## config.mk

```make
export PLATFORM = sky130hd
export DESIGN_NAME = awning_roll_controller_top_flat
export DESIGN_NICKNAME = d
export VERILOG_FILES = /design/src/rtl/awn_pkg.sv /design/src/rtl/awn_item_if.sv /design/src/rtl/awn_result_if.sv /design/src/rtl/awn_core.sv /design/src/rtl/awn_outq.sv /design/src/rtl/awning_roll_controller_top.sv /design/src/flat_wrapper.sv
export SDC_FILE = /design/constraint.sdc
export NUM_CORES = 1
export LEC_CHECK = 0
export ABC_AREA = 1
export BUFFER_PORTS_ARGS = -buffer_cell sky130_fd_sc_hd__buf_2
export CORE_AREA = 2 2 136 138
export DETAILED_ROUTE_END_ITERATION = 16
export DIE_AREA = 0 0 138 140
export HOLD_SLACK_MARGIN = 0.1
export PLACE_DENSITY_LB_ADDON = 0.05
export SETUP_SLACK_MARGIN = 0.4
export SYNTH_ARGS = -nofsm -noshare
export SYNTH_HDL_FRONTEND = slang
export SYNTH_SLANG_ARGS = --single-unit
```

## constraint.sdc

```tcl
create_clock -name clk -period 3.8 [get_ports clk]
set_input_delay 0.76 -clock clk [delete_from_list [all_inputs] [get_ports clk]]
set_output_delay 0.76 -clock clk [all_outputs]
set_load 0.005 [all_outputs]
```

## src/rtl/awn_pkg.sv

```systemverilog
package awn_pkg;

    // item tags
    typedef enum logic [1:0] {
        TAG_HOST  = 2'd0,
        TAG_LIGHT = 2'd1,
        TAG_AUTO  = 2'd2,
        TAG_ROLL  = 2'd3
    } tag_t;

    // roll direction
    typedef enum logic [1:0] {
        DIR_IDLE = 2'd0,
        DIR_OUT  = 2'd1,
        DIR_IN   = 2'd2
    } dir_t;

    // armed setting
    typedef enum logic [1:0] {
        PEND_NONE = 2'd0,
        PEND_MAX  = 2'd1,
        PEND_MIN  = 2'd2,
        PEND_THR  = 2'd3
    } pend_t;

    // host command bytes
    localparam logic [7:0] HC_ID        = 8'hff;
    localparam logic [7:0] HC_MODE_Q    = 8'h10;
    localparam logic [7:0] HC_MANUAL    = 8'h20;
    localparam logic [7:0] HC_AUTO      = 8'h30;
    localparam logic [7:0] HC_ROLL_OUT  = 8'h40;
    localparam logic [7:0] HC_ROLL_IN   = 8'h50;
    localparam logic [7:0] HC_LIMITS_Q  = 8'h60;
    localparam logic [7:0] HC_THR_Q     = 8'h70;
    localparam logic [7:0] HC_SET_MAX   = 8'h80;
    localparam logic [7:0] HC_SET_MIN   = 8'h81;
    localparam logic [7:0] HC_SET_THR   = 8'h82;
    localparam logic [7:0] HC_LIGHT_Q   = 8'ha0;
    localparam logic [7:0] HC_EXTENT_Q  = 8'hb0;
    localparam logic [7:0] HC_LT_Q      = 8'hc0;

    localparam logic [7:0] ID_BYTE = 8'hd0;
    localparam logic [7:0] STEP    = 8'd10;

    // lamp bits
    localparam logic [2:0] LAMP_RED    = 3'b001;
    localparam logic [2:0] LAMP_GREEN  = 3'b010;
    localparam logic [2:0] LAMP_YELLOW = 3'b100;

    // reset values
    localparam logic [7:0] RST_MIN = 8'd5;
    localparam logic [7:0] RST_MAX = 8'd160;
    localparam logic [7:0] RST_THR = 8'd25;

    // outcome of one request, handed from core to output queue
    typedef struct packed {
        logic       has_reply;
        logic       two_bytes;
        logic [7:0] b0;
        logic [7:0] b1;
        logic       drop;
        logic [2:0] lamps;
        logic [7:0] extent;
        logic       busy;
    } rec_t;

endpackage

```

## src/rtl/awn_item_if.sv

```systemverilog
interface awn_item_if;
    logic       valid;
    logic       ready;
    logic [1:0] cmd;
    logic [7:0] data;

    modport source (output valid, output cmd, output data, input ready);
    modport sink   (input valid, input cmd, input data, output ready);
endinterface

```

## src/rtl/awn_result_if.sv

```systemverilog
interface awn_result_if;
    logic       valid;
    logic       ready;
    logic       tx_valid;
    logic [7:0] tx_byte;
    logic       last;
    logic       lamp_red;
    logic       lamp_green;
    logic       lamp_yellow;
    logic [7:0] extent_now;
    logic       busy_rolling;
    logic       dropped;

    modport source (output valid, output tx_valid, output tx_byte, output last,
                    output lamp_red, output lamp_green, output lamp_yellow,
                    output extent_now, output busy_rolling, output dropped,
                    input ready);
    modport sink   (input valid, input tx_valid, input tx_byte, input last,
                    input lamp_red, input lamp_green, input lamp_yellow,
                    input extent_now, input busy_rolling, input dropped,
                    output ready);
endinterface

```

## src/rtl/awn_core.sv

```systemverilog
module awn_core (
    input  logic          clk,
    input  logic          rst_n,
    input  logic          take,
    input  logic [1:0]    cmd,
    input  logic [7:0]    data,
    output awn_pkg::rec_t rec
);

    logic           auto_reg,   auto_next;
    logic [7:0]     extent_reg, extent_next;
    logic [7:0]     min_reg,    min_next;
    logic [7:0]     max_reg,    max_next;
    logic [7:0]     thr_reg,    thr_next;
    logic [7:0]     light_reg,  light_next;
    awn_pkg::dir_t  dir_reg,    dir_next;
    logic           blink_reg,  blink_next;
    awn_pkg::pend_t pend_reg,   pend_next;
    logic [2:0]     lamps_reg,  lamps_next;

    // next state and outcome of the current request
    always_comb
    begin
        logic       start_out;
        logic       start_in;
        logic [8:0] sum9;
        logic [8:0] floor9;
        start_out   = 1'b0;
        start_in    = 1'b0;
        sum9        = {1'b0, extent_reg} + {1'b0, awn_pkg::STEP};
        floor9      = {1'b0, min_reg} + {1'b0, awn_pkg::STEP};
        auto_next   = auto_reg;
        extent_next = extent_reg;
        min_next    = min_reg;
        max_next    = max_reg;
        thr_next    = thr_reg;
        light_next  = light_reg;
        dir_next    = dir_reg;
        blink_next  = blink_reg;
        pend_next   = pend_reg;
        lamps_next  = lamps_reg;
        rec         = '0;

        unique case (awn_pkg::tag_t'(cmd))
            awn_pkg::TAG_HOST:
            begin
                if (dir_reg != awn_pkg::DIR_IDLE)
                begin
                    rec.drop = 1'b1;
                end
                else if (pend_reg != awn_pkg::PEND_NONE)
                begin
                    unique case (pend_reg)
                        awn_pkg::PEND_MAX: max_next = data;
                        awn_pkg::PEND_MIN: min_next = data;
                        default:           thr_next = data;
                    endcase
                    pend_next = awn_pkg::PEND_NONE;
                end
                else
                begin
                    unique case (data)
                        awn_pkg::HC_ID:
                        begin
                            rec.has_reply = 1'b1;
                            rec.b0        = awn_pkg::ID_BYTE;
                        end
                        awn_pkg::HC_MODE_Q:
                        begin
                            rec.has_reply = 1'b1;
                            rec.b0        = {7'd0, auto_reg};
                        end
                        awn_pkg::HC_MANUAL:   auto_next = 1'b0;
                        awn_pkg::HC_AUTO:     auto_next = 1'b1;
                        awn_pkg::HC_ROLL_OUT: start_out = 1'b1;
                        awn_pkg::HC_ROLL_IN:  start_in  = 1'b1;
                        awn_pkg::HC_LIMITS_Q:
                        begin
                            rec.has_reply = 1'b1;
                            rec.two_bytes = 1'b1;
                            rec.b0        = min_reg;
                            rec.b1        = max_reg;
                        end
                        awn_pkg::HC_THR_Q:
                        begin
                            rec.has_reply = 1'b1;
                            rec.b0        = thr_reg;
                        end
                        awn_pkg::HC_SET_MAX: pend_next = awn_pkg::PEND_MAX;
                        awn_pkg::HC_SET_MIN: pend_next = awn_pkg::PEND_MIN;
                        awn_pkg::HC_SET_THR: pend_next = awn_pkg::PEND_THR;
                        awn_pkg::HC_LIGHT_Q:
                        begin
                            rec.has_reply = 1'b1;
                            rec.b0        = light_reg;
                        end
                        awn_pkg::HC_EXTENT_Q:
                        begin
                            rec.has_reply = 1'b1;
                            rec.b0        = extent_reg;
                        end
                        awn_pkg::HC_LT_Q:
                        begin
                            rec.has_reply = 1'b1;
                            rec.two_bytes = 1'b1;
                            rec.b0        = light_reg;
                            rec.b1        = thr_reg;
                        end
                        default: ;
                    endcase
                end
            end
            awn_pkg::TAG_LIGHT:
            begin
                light_next = data;
            end
            awn_pkg::TAG_AUTO:
            begin
                if (auto_reg && dir_reg == awn_pkg::DIR_IDLE)
                begin
                    if (light_reg > thr_reg)
                        start_out = 1'b1;
                    else
                        start_in = 1'b1;
                end
            end
            default:
            begin
                // roll tick: first half lights yellow, second half steps
                if (dir_reg == awn_pkg::DIR_OUT || dir_reg == awn_pkg::DIR_IN)
                begin
                    if (!blink_reg)
                    begin
                        lamps_next = lamps_reg | awn_pkg::LAMP_YELLOW;
                        blink_next = 1'b1;
                    end
                    else
                    begin
                        lamps_next = lamps_reg & ~awn_pkg::LAMP_YELLOW;
                        blink_next = 1'b0;
                        if (dir_reg == awn_pkg::DIR_OUT)
                        begin
                            extent_next = (sum9 > {1'b0, max_reg}) ? max_reg : sum9[7:0];
                            if (!(extent_next < max_reg))
                                dir_next = awn_pkg::DIR_IDLE;
                        end
                        else
                        begin
                            extent_next = ({1'b0, extent_reg} < floor9) ?
                                          min_reg : extent_reg - awn_pkg::STEP;
                            if (!(extent_next > min_reg))
                                dir_next = awn_pkg::DIR_IDLE;
                        end
                    end
                end
            end
        endcase

        // roll start: swap direction lamp, skip roll when already at limit
        if (start_out)
        begin
            lamps_next = ((lamps_reg == awn_pkg::LAMP_RED) ? 3'b000 : lamps_reg)
                         | awn_pkg::LAMP_GREEN;
            blink_next = 1'b0;
            dir_next   = (extent_reg < max_reg) ? awn_pkg::DIR_OUT : awn_pkg::DIR_IDLE;
        end
        if (start_in)
        begin
            lamps_next = ((lamps_reg == awn_pkg::LAMP_GREEN) ? 3'b000 : lamps_reg)
                         | awn_pkg::LAMP_RED;
            blink_next = 1'b0;
            dir_next   = (extent_reg > min_reg) ? awn_pkg::DIR_IN : awn_pkg::DIR_IDLE;
        end

        rec.lamps  = lamps_next;
        rec.extent = extent_next;
        rec.busy   = (dir_next != awn_pkg::DIR_IDLE);
    end

    // controller state
    always_ff @(posedge clk or negedge rst_n)
    begin
        if (!rst_n)
        begin
            auto_reg   <= 1'b1;
            extent_reg <= 8'd0;
            min_reg    <= awn_pkg::RST_MIN;
            max_reg    <= awn_pkg::RST_MAX;
            thr_reg    <= awn_pkg::RST_THR;
            light_reg  <= 8'd0;
            dir_reg    <= awn_pkg::DIR_IDLE;
            blink_reg  <= 1'b0;
            pend_reg   <= awn_pkg::PEND_NONE;
            lamps_reg  <= 3'b000;
        end
        else if (take)
        begin
            auto_reg   <= auto_next;
            extent_reg <= extent_next;
            min_reg    <= min_next;
            max_reg    <= max_next;
            thr_reg    <= thr_next;
            light_reg  <= light_next;
            dir_reg    <= dir_next;
            blink_reg  <= blink_next;
            pend_reg   <= pend_next;
            lamps_reg  <= lamps_next;
        end
    end

    // roll tick while idle leaves the extent alone
    a_idle_tick: assert property (@(posedge clk) disable iff (!rst_n)
        (take && cmd == awn_pkg::TAG_ROLL && dir_reg == awn_pkg::DIR_IDLE)
        |=> $stable(extent_reg))
        else $error("extent moved on idle roll tick");

    // host bytes during a roll change no setting
    a_drop_hold: assert property (@(posedge clk) disable iff (!rst_n)
        (take && cmd == awn_pkg::TAG_HOST && dir_reg != awn_pkg::DIR_IDLE)
        |=> ($stable(pend_reg) && $stable(max_reg) && $stable(min_reg) && $stable(auto_reg)))
        else $error("host request acted on during roll");

    // an armed setting is consumed by the next accepted host byte when idle
    a_arg_taken: assert property (@(posedge clk) disable iff (!rst_n)
        (take && cmd == awn_pkg::TAG_HOST && dir_reg == awn_pkg::DIR_IDLE
         && pend_reg != awn_pkg::PEND_NONE)
        |=> (pend_reg == awn_pkg::PEND_NONE))
        else $error("armed setting not cleared");

endmodule

```

## src/rtl/awn_outq.sv

```systemverilog
module awn_outq (
    input  logic          clk,
    input  logic          rst_n,
    input  logic          push,
    input  awn_pkg::rec_t rec,
    output logic          full,
    awn_result_if.source  result
);

    awn_pkg::rec_t fifo_reg [2];
    logic          wr_ptr_reg, wr_ptr_next;
    logic          rd_ptr_reg, rd_ptr_next;
    logic [1:0]    count_reg,  count_next;
    logic          sub_reg,    sub_next;
    awn_pkg::rec_t head;
    logic          fire;
    logic          pop;

    // head entry drives the result port; two-byte replies go out in two requests
    always_comb
    begin
        head                = fifo_reg[rd_ptr_reg];
        result.valid        = (count_reg != 2'd0);
        result.tx_valid     = head.has_reply;
        result.tx_byte      = sub_reg ? head.b1 : head.b0;
        result.last         = !head.two_bytes || sub_reg;
        result.lamp_red     = head.lamps[0];
        result.lamp_green   = head.lamps[1];
        result.lamp_yellow  = head.lamps[2];
        result.extent_now   = head.extent;
        result.busy_rolling = head.busy;
        result.dropped      = head.drop;
        full                = (count_reg == 2'd2);
        fire                = result.valid && result.ready;
        pop                 = fire && result.last;
    end

    // pointer and count update
    always_comb
    begin
        wr_ptr_next = push ? ~wr_ptr_reg : wr_ptr_reg;
        rd_ptr_next = pop ? ~rd_ptr_reg : rd_ptr_reg;
        count_next  = count_reg + {1'b0, push} - {1'b0, pop};
        sub_next    = pop ? 1'b0 : (fire ? 1'b1 : sub_reg);
    end

    always_ff @(posedge clk or negedge rst_n)
    begin
        if (!rst_n)
        begin
            wr_ptr_reg <= 1'b0;
            rd_ptr_reg <= 1'b0;
            count_reg  <= 2'd0;
            sub_reg    <= 1'b0;
        end
        else
        begin
            wr_ptr_reg <= wr_ptr_next;
            rd_ptr_reg <= rd_ptr_next;
            count_reg  <= count_next;
            sub_reg    <= sub_next;
        end
    end

    // entry storage
    always_ff @(posedge clk)
    begin
        if (push)
            fifo_reg[wr_ptr_reg] <= rec;
    end

    a_count: assert property (@(posedge clk) disable iff (!rst_n)
        count_reg != 2'd3)
        else $error("queue count overflow");

    a_sub_two: assert property (@(posedge clk) disable iff (!rst_n)
        sub_reg |-> (result.valid && head.two_bytes))
        else $error("second byte without two-byte entry");

    a_second: assert property (@(posedge clk) disable iff (!rst_n)
        (fire && !result.last) |=> (sub_reg && result.valid))
        else $error("second byte lost");

    a_no_push_full: assert property (@(posedge clk) disable iff (!rst_n)
        full |-> !push)
        else $error("push into full queue");

endmodule

```

## src/rtl/awning_roll_controller_top.sv

```systemverilog
// channel  | dir | payload                                          | accepted when
// item     | in  | cmd, data                                        | valid && ready
// result   | out | tx_valid, tx_byte, last, lamps, extent_now,      | valid && ready
//          |     | busy_rolling, dropped                            |
//
// One request per cycle while item.ready is high: the controller state updates in the
// accept cycle and the outcome lands in a two-entry result queue. A two-byte reply
// leaves the result port as two transfers, first b0 and then b1 with last set.
// Reset clears all controller registers to their power-on values and empties the queue.
// item.ready drops only while the result queue holds two entries.
module awning_roll_controller_top (
    input  logic         clk,
    input  logic         rst_n,
    awn_item_if.sink     item,
    awn_result_if.source result
);

    awn_pkg::rec_t rec;
    logic          full;
    logic          take;

    assign item.ready = !full;
    assign take       = item.valid && !full;

    awn_core u_core (
        .clk   (clk),
        .rst_n (rst_n),
        .take  (take),
        .cmd   (item.cmd),
        .data  (item.data),
        .rec   (rec)
    );

    awn_outq u_outq (
        .clk    (clk),
        .rst_n  (rst_n),
        .push   (take),
        .rec    (rec),
        .full   (full),
        .result (result)
    );

endmodule
```

## src/flat_wrapper.sv

```systemverilog
// flat-port wrapper written by rule: the top's interface ports become plain ports
module awning_roll_controller_top_flat 
  (clk, rst_n, item_valid, item_cmd, item_data, item_ready, result_valid, result_tx_valid, result_tx_byte, result_last, result_lamp_red, result_lamp_green, result_lamp_yellow, result_extent_now, result_busy_rolling, result_dropped, result_ready);
  awn_item_if item_i ();
  awn_result_if result_i ();
  input  logic clk;
  input  logic rst_n;
  input wire logic [$bits(item_i.valid)-1:0] item_valid;
  input wire logic [$bits(item_i.cmd)-1:0] item_cmd;
  input wire logic [$bits(item_i.data)-1:0] item_data;
  output wire logic [$bits(item_i.ready)-1:0] item_ready;
  output wire logic [$bits(result_i.valid)-1:0] result_valid;
  output wire logic [$bits(result_i.tx_valid)-1:0] result_tx_valid;
  output wire logic [$bits(result_i.tx_byte)-1:0] result_tx_byte;
  output wire logic [$bits(result_i.last)-1:0] result_last;
  output wire logic [$bits(result_i.lamp_red)-1:0] result_lamp_red;
  output wire logic [$bits(result_i.lamp_green)-1:0] result_lamp_green;
  output wire logic [$bits(result_i.lamp_yellow)-1:0] result_lamp_yellow;
  output wire logic [$bits(result_i.extent_now)-1:0] result_extent_now;
  output wire logic [$bits(result_i.busy_rolling)-1:0] result_busy_rolling;
  output wire logic [$bits(result_i.dropped)-1:0] result_dropped;
  input wire logic [$bits(result_i.ready)-1:0] result_ready;
  assign item_i.valid = item_valid;
  assign item_i.cmd = item_cmd;
  assign item_i.data = item_data;
  assign item_ready = item_i.ready;
  assign result_valid = result_i.valid;
  assign result_tx_valid = result_i.tx_valid;
  assign result_tx_byte = result_i.tx_byte;
  assign result_last = result_i.last;
  assign result_lamp_red = result_i.lamp_red;
  assign result_lamp_green = result_i.lamp_green;
  assign result_lamp_yellow = result_i.lamp_yellow;
  assign result_extent_now = result_i.extent_now;
  assign result_busy_rolling = result_i.busy_rolling;
  assign result_dropped = result_i.dropped;
  assign result_i.ready = result_ready;
  awning_roll_controller_top u_core (.clk(clk), .rst_n(rst_n), .item(item_i), .result(result_i));
endmodule
```

==> results of run 1 <==
-- area by class of cell --
cell class | count | area share, %
timing repair buffer | 74 | 5.62
inverter | 89 | 3.98
multi-input combinational | 581 | 41.5
tap | 229 | 3.41
sequential | 116 | 38.4
clock inverter | 15 | 2.03
clock buffer | 17 | 5.06
-- cells in the mapped netlist, drive strengths merged, types with 2 or more instances --
cell type | count | area, µm²
ha | 63 | 788
buf | 9 | 72.6
xnor2 | 6 | 52.6
o22ai | 17 | 138
dfrtp | 46 | 1150
nor2 | 72 | 280
o211ai | 5 | 37.5
edfxtp | 62 | 1860
xor2 | 11 | 96.3
nor4 | 4 | 25.0
nand4 | 10 | 62.6
clkinv | 2 | 7.51
or2 | 2 | 12.5
a21o | 2 | 15.0
clkbuf | 14 | 53.8
a21oi | 40 | 204
nor3 | 11 | 55.1
a31oi | 4 | 25.0
inv | 87 | 327
nand2 | 207 | 797
dfstp | 8 | 210
a221oi | 6 | 52.6
nand3 | 18 | 100
a2111oi | 2 | 17.5
o21a | 2 | 15.0
o21ai | 92 | 502
-- worst register-to-register path: cells and delay by family (launching register included) --
family / cells / cell delay (ns)
buf+inv: 5 / 0.67
xor+xnor: 1 / 0.20
fa+ha+maj: 2 / 0.61
simple gates: 11 / 1.11
flops: 1 / 0.52
compound gates: 3 / 0.28
-- placed cells by master (no fill, tap or decap), types with 3 or more instances in the layout --
master / netlist / layout
sky130_fd_sc_hd__o22ai_1: 12 / 12
sky130_fd_sc_hd__xor2_1: 11 / 11
sky130_fd_sc_hd__nor4_1: 4 / 3
sky130_fd_sc_hd__o21ai_1: 12 / 13
sky130_fd_sc_hd__ha_4: 0 / 5
sky130_fd_sc_hd__o21ai_0: 69 / 65
sky130_fd_sc_hd__clkbuf_16: 0 / 17
sky130_fd_sc_hd__a21oi_1: 39 / 38
sky130_fd_sc_hd__inv_6: 0 / 4
sky130_fd_sc_hd__edfxtp_1: 62 / 62
sky130_fd_sc_hd__nand4_1: 10 / 10
sky130_fd_sc_hd__dfrtp_1: 46 / 44
sky130_fd_sc_hd__buf_2: 4 / 38
sky130_fd_sc_hd__o211ai_1: 5 / 5
sky130_fd_sc_hd__xnor2_1: 6 / 5
sky130_fd_sc_hd__nand2_2: 5 / 9
sky130_fd_sc_hd__inv_2: 3 / 3
sky130_fd_sc_hd__buf_6: 2 / 3
sky130_fd_sc_hd__buf_4: 2 / 33
sky130_fd_sc_hd__clkinv_4: 0 / 4
sky130_fd_sc_hd__nor2_1: 68 / 63
sky130_fd_sc_hd__o22ai_2: 5 / 5
sky130_fd_sc_hd__nor2_2: 4 / 9
sky130_fd_sc_hd__a31oi_1: 4 / 4
sky130_fd_sc_hd__o21ai_2: 11 / 13
sky130_fd_sc_hd__dfstp_2: 8 / 8
sky130_fd_sc_hd__a221oi_1: 6 / 6
sky130_fd_sc_hd__inv_1: 84 / 84
sky130_fd_sc_hd__nand3_1: 16 / 16
sky130_fd_sc_hd__ha_1: 63 / 57
sky130_fd_sc_hd__nor3_1: 11 / 9
sky130_fd_sc_hd__nand2_1: 201 / 197
-- timing repair --
action	in CTS	in global routing
gates cloned	0	1
gates resized for setup	26	11
buffers inserted	14	1
setup endpoints to repair	4	4
pin swaps	9	11
-- logic make-up (layout without fill, tap and decap cells) --
| kind of cell | count (synthesis) | count (layout) | share of synthesized area [%] |
|---|---|---|---|
| compound gates | 173 | 173 | 14.7 |
| simple gates | 326 | 327 | 19.2 |
| buf+inv | 112 | 195 | 6.57 |
| fa+ha+maj | 63 | 63 | 11.2 |
| flops | 116 | 116 | 46.0 |
| xor+xnor | 17 | 17 | 2.12 |
| mux | 1 | 1 | 0.161 |
-- metal layers --
layer  global-route usage [%]  vias up
met5                        0        -
met4                     7.84        2
met3                     4.00       26
met2                     35.9      153
met1                     29.3     2827
li1                         -     2903
-- worst min path at each step --
stage          cells past startpoint  slack [ns]                      from                           to
3_5_place_dp                       2        0.47  u_core.u_core.dir_reg[1]     u_core.u_core.dir_reg[1]
5_1_grt                            1        0.47                     rst_n  u_core.u_core.extent_reg[7]
6_report                           1        0.42                     rst_n      u_core.u_core.blink_reg
3_3_place_gp                       2        0.47  u_core.u_core.dir_reg[1]     u_core.u_core.dir_reg[1]
2_1_floorplan                      2        0.45  u_core.u_core.dir_reg[1]     u_core.u_core.dir_reg[1]
4_1_cts                            1        0.43                     rst_n      u_core.u_core.blink_reg
-- through the flow --
stage	utilization, %	setup TNS, ns	worst slack [ns]	hold slack, ns	power [mW]
finish	47.2	0	0.166	0.416	6.71
detailed placement	42.3	0	0.00635	0.466	4.73
floorplan	-	0	0.510	0.449	3.88
global placement	42.3	0	0.199	0.468	4.66
global route	47.2	-0.161	-0.0805	0.475	7.23
CTS	46.8	0	0.224	0.433	6.66
-- power groups by stage --
stage | Clock (mW) | Combinational [mW] | Sequential (mW)
2_1_floorplan | 0 | 2.01 | 1.87
3_3_place_gp | 0 | 2.73 | 1.93
3_5_place_dp | 0 | 2.80 | 1.94
4_1_cts | 1.67 | 3.08 | 1.91
5_1_grt | 1.73 | 3.56 | 1.95
6_report | 1.64 | 3.16 | 1.91
==> implementation parameters, run 1 <==
Parameter                              Value

Finish
  Flip-flop count of the largest register after layout ... 62
  Number of antenna cells inserted ... 0
  Area occupied by multi-input gates ... between 0.003 and 0.004 mm²
  Final non-filler cell total ... 1121
  Count of fill cells added during filler insertion ... ~1800
  NumNets Final ... 956
  Post-Layout Inst Area ... 0.00840 mm²
  Register Area ... 0.00323 mm²
  Layout cells sized above 1 ... roughly 20%
  Layout area overhead ... 19.9%

Timing
  Final cycle utilization of the critical path ... 95.6%
  Maximum clock skew at final layout ... approximately 0.013 ns
  Transition time at the pin with the least slew margin ... 0.891 ns
  Min Clock Period, post-route ... 3.63 ns
  RSZ-0062 raised after global routing ... true
  Endpoints failing setup ... 0
  Peak clock frequency supported by timing ... about 280 MHz
  Final-report hold violation count ... 0
  Worst slew margin relative to its limit ... between 40% and 50%
  Final-report max-slew violation count ... 0

Setup path
  Slowest stage cell on the critical path ... sky130_fd_sc_hd__dfrtp_1
  Critical path, cell by cell ... inv_1 > xor2_1 > ha_1 > nand2_2 > buf_4 > nor3b_2 > nand3_1 > nand2_4 > buf_6 > nand2_1 > o21ai_0 > inv_1 > ha_4 > nand2_2 > nor2_2 > nand4_1 > a31oi_1 > nand2_1 > nand2_1 > o21ai_2 > inv_1 > nand2_2
  Critical path peak fanout ... 8
  Number of cells on the critical path ... 22
  Crit path launch type ... flip-flop
  Start-to-end type of the worst setup path ... flip-flop to flip-flop
  Depth of the most critical reg-to-reg path ... 22
  Startpoint of the worst-slack reg-to-reg timing path ... u_core.u_core.min_reg[4]
  Delay of the slowest critical-path stage ... between 0.5 and 0.6 ns
  Launching element of the worst setup path ... u_core.u_core.min_reg[4]
  Largest delay share family, worst path ... simple AND/OR/NAND/NOR gates
  Termination of the worst setup path ... u_core.u_outq.fifo_reg[1][0]
  Minimum setup slack among reg-to-reg paths ... 0.17 ns
  Endpoint of the lowest-slack register-to-register path ... u_core.u_outq.fifo_reg[1][0]
  Worst path bufs/invs ... 5
  Required time reported for the critical path endpoint ... a little under 4 ns
  Arrival time at the worst endpoint ... between 3 and 4 ns
  Capturing element type of the critical path ... flip-flop

Placement
  Number of cells after detailed placement ... roughly 1100
  Half-perimeter wire length after detailed placement ... 15500 µm
  Placed inst area ... 0.00753 mm²
  Count of port buffers added during placement ... 38
  RePlAce Congestion ... roughly 0.91

Detailed routing
  Ratio of routed vias to standard cells ... 5.27
  Wire length on met2 ... 9640 µm
  Antenna violation net count after detailed routing ... 0
  Wire length the detailed router placed on met1 ... 9900 µm
  DR top layer ... met5
  Routed wire length ... 20900 µm
  Initial DRC Count ... 435
  Vias ... 5911
  DR WL/cell ... around 19 µm
  First-pass detailed-route iteration total ... 5
  DRC violations left ... 0
  Met3 wirelength from detailed routing ... between 900 and 1000 µm

CTS
  Number of buffers on the longest clock path ... 2
  Clock-pin slew of the registers on the worst-case setup and hold paths ... 0.07 ns
  Total number of H-tree levels ... 4
  CTS root buffer ... sky130_fd_sc_hd__clkbuf_16
  Clock latency on the worst-skew pair ... 0.42 ns
  Clock tree from TritonCTS ... done
  Clock net sink count ... between 100 and 150
  Hold buffers post-CTS ... 0
  Inserted Clock Buffers ... 17

GRT
  Vias in the first global route ... 5868
  Total global routing overflow ... 0
  Tot GR Track Use ... between 20% and 30%
  Global-route wire length before repair ... 32600 µm
  Maximum number of pins on one net before global-route repair ... 33
  Antenna violations before repair ... 1

Power and ir drop
  Switching power summed over all nets ... between 2 and 3 mW
  Portion of total power attributed to the clock network ... 24.4%
  Peak ir drop on the vdd network ... 421 µV
  Static Leakage ... 3.63 nW
  Fraction of power consumed by combinational cells ... between 40% and 50%
  Power density over the cells ... 799 mW/mm²
  Sequential group share of total power ... between 20% and 30%
  Switching portion of total power ... 41.3%
  Internal power ... 3.94 mW

Logic synthesis
  Netlist Area Pre-Place ... 0.00701 mm²
  #FFs+latches synth ... 116
  Number of enable flip-flop cells after synthesis ... 62
  Share of synthesized flip-flops with an asynchronous set or reset ... 46.6%
  Number of warnings printed during yosys synthesis ... 0
  Number of distinct library cells after synthesis ... between 40 and 50
  Most common flop cell mapped by yosys ... sky130_fd_sc_hd__edfxtp_1
  Sequential element share of the synthesized area ... a little under half
  Syn_nets ... roughly 900
  Number of cells produced by synthesis ... ~810
  Mean post-synth cell area ... 8.67 µm²

Min path
  Hold crit path type ... input port to asynchronous set/reset pin

Outcome
  Outcome ... completed

Job
  Count of max-cap constraint violations ... 0

Die
  DIE HEIGHT ... 140 µm
  Count of pins on the block boundary ... 39
  Placement Rows ... 49
  Total die area ... roughly 0.019 mm²
  Core area ... about 0.018 mm²
  Starting utilization of the core area ... 39.4%
  Die boundary width ... 138 µm
No activity file was read; power rests on OpenSTA's default activity.
==> run 2, diff against run 1 <==
--- a/config.mk
+++ b/config.mk
@@ -7,12 +7,12 @@
 export LEC_CHECK = 0
 export ABC_AREA = 1
 export BUFFER_PORTS_ARGS = -buffer_cell sky130_fd_sc_hd__buf_2
-export CORE_AREA = 2 2 136 138
+export CORE_AREA = 2 2 110 112
 export DETAILED_ROUTE_END_ITERATION = 16
-export DIE_AREA = 0 0 138 140
+export DIE_AREA = 0 0 112 114
 export HOLD_SLACK_MARGIN = 0.1
 export PLACE_DENSITY_LB_ADDON = 0.05
-export SETUP_SLACK_MARGIN = 0.4
+export SETUP_SLACK_MARGIN = 0.5
 export SYNTH_ARGS = -nofsm -noshare
 export SYNTH_HDL_FRONTEND = slang
 export SYNTH_SLANG_ARGS = --single-unit
==> run 2 against run 1 <==
Against the previous run: clock skew grew 0.0093 ns; final cell count shrank 6.4%; core utilization grew 25 points; sequential power is essentially flat; first-iteration DRC count grew 22%; critical path depth grew 1; clock power shrank 6%; routed wire length shrank 4.4%; die area shrank 34%; sequential share of layout area shrank 0.39 points; critical endpoint unchanged.
==> implementation parameters, run 2 (synthesized netlist as in run 1, its figures left out) <==
Parameter                              Value

Setup path
  Required time reported for the critical path endpoint ... 3.97 ns
  Most repeated library cell on the critical path ... sky130_fd_sc_hd__nand2_1
  Delay of the slowest critical-path stage ... approximately 0.6 ns
  Capturing element type of the critical path ... flip-flop
  Arrival time at the worst endpoint ... 3.79 ns
  Crit path launch type ... flip-flop
  Critical path, cell by cell ... ha_4 > o21ai_4 > buf_4 > xor2_1 > ha_1 > nand2_1 > nor2_2 > nand3_2 > nand2_4 > buf_6 > nand2_1 > o21ai_1 > inv_1 > ha_4 > nand2_2 > nor2_4 > nand4_1 > a31oi_1 > nand2_1 > nand2_1 > o21ai_2 > inv_1 > nand2_2
  Critical path peak fanout ... 8
  Slowest stage cell on the critical path ... sky130_fd_sc_hd__dfstp_2
  Start-to-end type of the worst setup path ... flip-flop to flip-flop

GRT
  Maximum number of pins on one net before global-route repair ... 32
  Antenna violations before repair ... 0
  Global-route wire length before repair ... ~32000 µm
  Total global routing overflow ... 0
  Tot GR Track Use ... about a third
  Vias in the first global route ... 6023

CTS
  Total number of H-tree levels ... 4
  Clock net sink count ... 116
  Clock-pin slew of the registers on the worst-case setup and hold paths ... approximately 0.060 ns
  Inserted Clock Buffers ... 17
  Clock tree from TritonCTS ... done
  Number of buffers on the longest clock path ... 2
  Hold buffers post-CTS ... 0
  CTS root buffer ... sky130_fd_sc_hd__clkbuf_16
  Clock latency on the worst-skew pair ... 0.43 ns

Detailed routing
  First-pass detailed-route iteration total ... 5
  Initial DRC Count ... ~530
  Antenna violation net count after detailed routing ... 0
  Ratio of routed vias to standard cells ... 5.90
  Routed wire length ... 20000 µm
  Vias ... 6189
  DR WL/cell ... approximately 19 µm
  DRC violations left ... 0

Finish
  Most common cell after layout, fill and taps aside ... sky130_fd_sc_hd__nand2_1
  Layout area overhead ... 21.1%
  Register Area ... 0.00323 mm²
  Post-Layout Inst Area ... 0.00849 mm²
  Flip-flop count of the largest register after layout ... 62
  Count of fill cells added during filler insertion ... 910
  Layout cells sized above 1 ... 22.6%
  Area occupied by multi-input gates ... ~0.0036 mm²
  NumNets Final ... 966
  Commonest non-fill, non-tap cells in the layout ... 192 x sky130_fd_sc_hd__nand2_1, 82 x sky130_fd_sc_hd__inv_1, 64 x sky130_fd_sc_hd__o21ai_0
  Number of antenna cells inserted ... 0

Placement
  Half-perimeter wire length after detailed placement ... 14300 µm
  RePlAce Congestion ... 0.953
  Placement Setup Slack ... around 0.043 ns
  Count of port buffers added during placement ... 38
  Placed inst area ... 0.00743 mm²

Power and ir drop
  Switching portion of total power ... 41.1%
  Switching power summed over all nets ... 2.82 mW
  Peak ir drop on the vdd network ... 598 µV
  Static Leakage ... approximately 3.7 nW
  Portion of total power attributed to the clock network ... around 22%
  Internal power ... 4.03 mW
  Fraction of power consumed by combinational cells ... 49.6%
  Sequential group share of total power ... 28.0%
  Power density over the cells ... 807 mW/mm²

Timing
  Final cycle utilization of the critical path ... 95.1%
  Transition time at the pin with the least slew margin ... approximately 0.82 ns
  Worst slew margin relative to its limit ... 44.6%
  Final-report max-slew violation count ... 0
  Min Clock Period, post-route ... about 3.6 ns
  Peak clock frequency supported by timing ... 277 MHz
  Endpoints failing setup ... 0
  RSZ-0062 raised after global routing ... true
  Worst Slack Setup Final ... ~0.18 ns
  Maximum clock skew at final layout ... 0.0220 ns
  Final-report hold violation count ... 0
  Sum Neg Setup Slack ... 0 ns

Outcome
  Outcome ... completed

Die
  Total die area ... 0.0128 mm²
  Count of pins on the block boundary ... 39
  Die boundary width ... 112 µm
  DIE HEIGHT ... 114 µm
  Placement Rows ... 40
  Starting utilization of the core area ... between 50% and 60%
  Core area ... ~0.012 mm²

Min path
  Hold crit path type ... input port to asynchronous set/reset pin

Job
  Count of max-cap constraint violations ... 0
[run 2: changes by cell type in the layout (fill, tap and decap cells not counted), moves of 5 or more]
cell	change
sky130_fd_sc_hd__buf_4	+11
sky130_fd_sc_hd__a21oi_1	-5
sky130_fd_sc_hd__a21oi_2	+5
sky130_fd_sc_hd__nand2_1	-5
[run 2: metrics by stage]
step	utilization (%)	total power, mW	hold slack, ns	instances
global placement	63.5	4.60	0.466	992
finish	72.5	6.85	0.309	1049
floorplan	-	3.88	0.449	808
detailed placement	63.5	4.70	0.475	992
CTS	71.2	6.63	0.307	1045
global route	72.5	7.30	0.349	1049
[run 2: repair_timing]
| action | 4_1_cts | 5_1_grt |
|---|---|---|
| buffers inserted | 20 | 4 |
| pin swaps | 15 | 17 |
| gates cloned | 1 | 0 |
| gates resized for setup | 40 | 24 |
| endpoints found under the setup margin | 4 | 4 |
[run 2: worst paths after layout]
check,startpoint,endpoint,slack (ns),cells after the start
hold / removal,rst_n,u_core.u_core.dir_reg[0],0.31,1
hold reg to reg,u_core.u_core.dir_reg[1],u_core.u_core.dir_reg[1],0.48,2
setup reg to reg,u_core.u_core.min_reg[2],u_core.u_outq.fifo_reg[1][0],0.18,23
setup / recovery,u_core.u_core.min_reg[2],u_core.u_outq.fifo_reg[1][0],0.18,23
min in group clk,u_core.u_core.dir_reg[1],u_core.u_core.dir_reg[1],0.48,2
max in group asynchronous,rst_n,u_core.u_core.thr_reg[3],2.77,2
[run 2: critical path, delay by kind of cell, from the launching register on]
family	cells	cell delay, ns
AND/OR/NAND/NOR	11	1.01
adder cells (fa/ha/maj)	3	0.73
flip-flops	1	0.60
buffers and inverters	4	0.47
AO/OA/AOI/OAI	4	0.40
XOR/XNOR	1	0.15
[run 2: per-layer routing]
metal	vias up	GRT usage, %	part of all wire, %
met5	-	0	0
met1	2947	44.2	42
met3	49	7.23	7.8
li1	2907	-	-
met2	286	52.0	48
met4	0	11.9	2.5
[run 2: power groups by stage]
stage          sequential, mW  clock, mW  combinational [mW]
4_1_cts                  1.91       1.55                3.17
6_report                 1.92       1.54                3.40
2_1_floorplan            1.87          0                2.01
3_5_place_dp             1.92          0                2.78
5_1_grt                  1.94       1.60                3.76
3_3_place_gp             1.91          0                2.69
[run 2: area by class of cell]
type / instances / share of cell area, %
clock buffers: 23 / 6.03
clock inverters: 9 / 0.767
inverters: 89 / 3.97
multi-input cells: 581 / 42.6
flip-flops and latches: 116 / 38.0
well taps: 147 / 2.17
repair buffers: 84 / 6.50
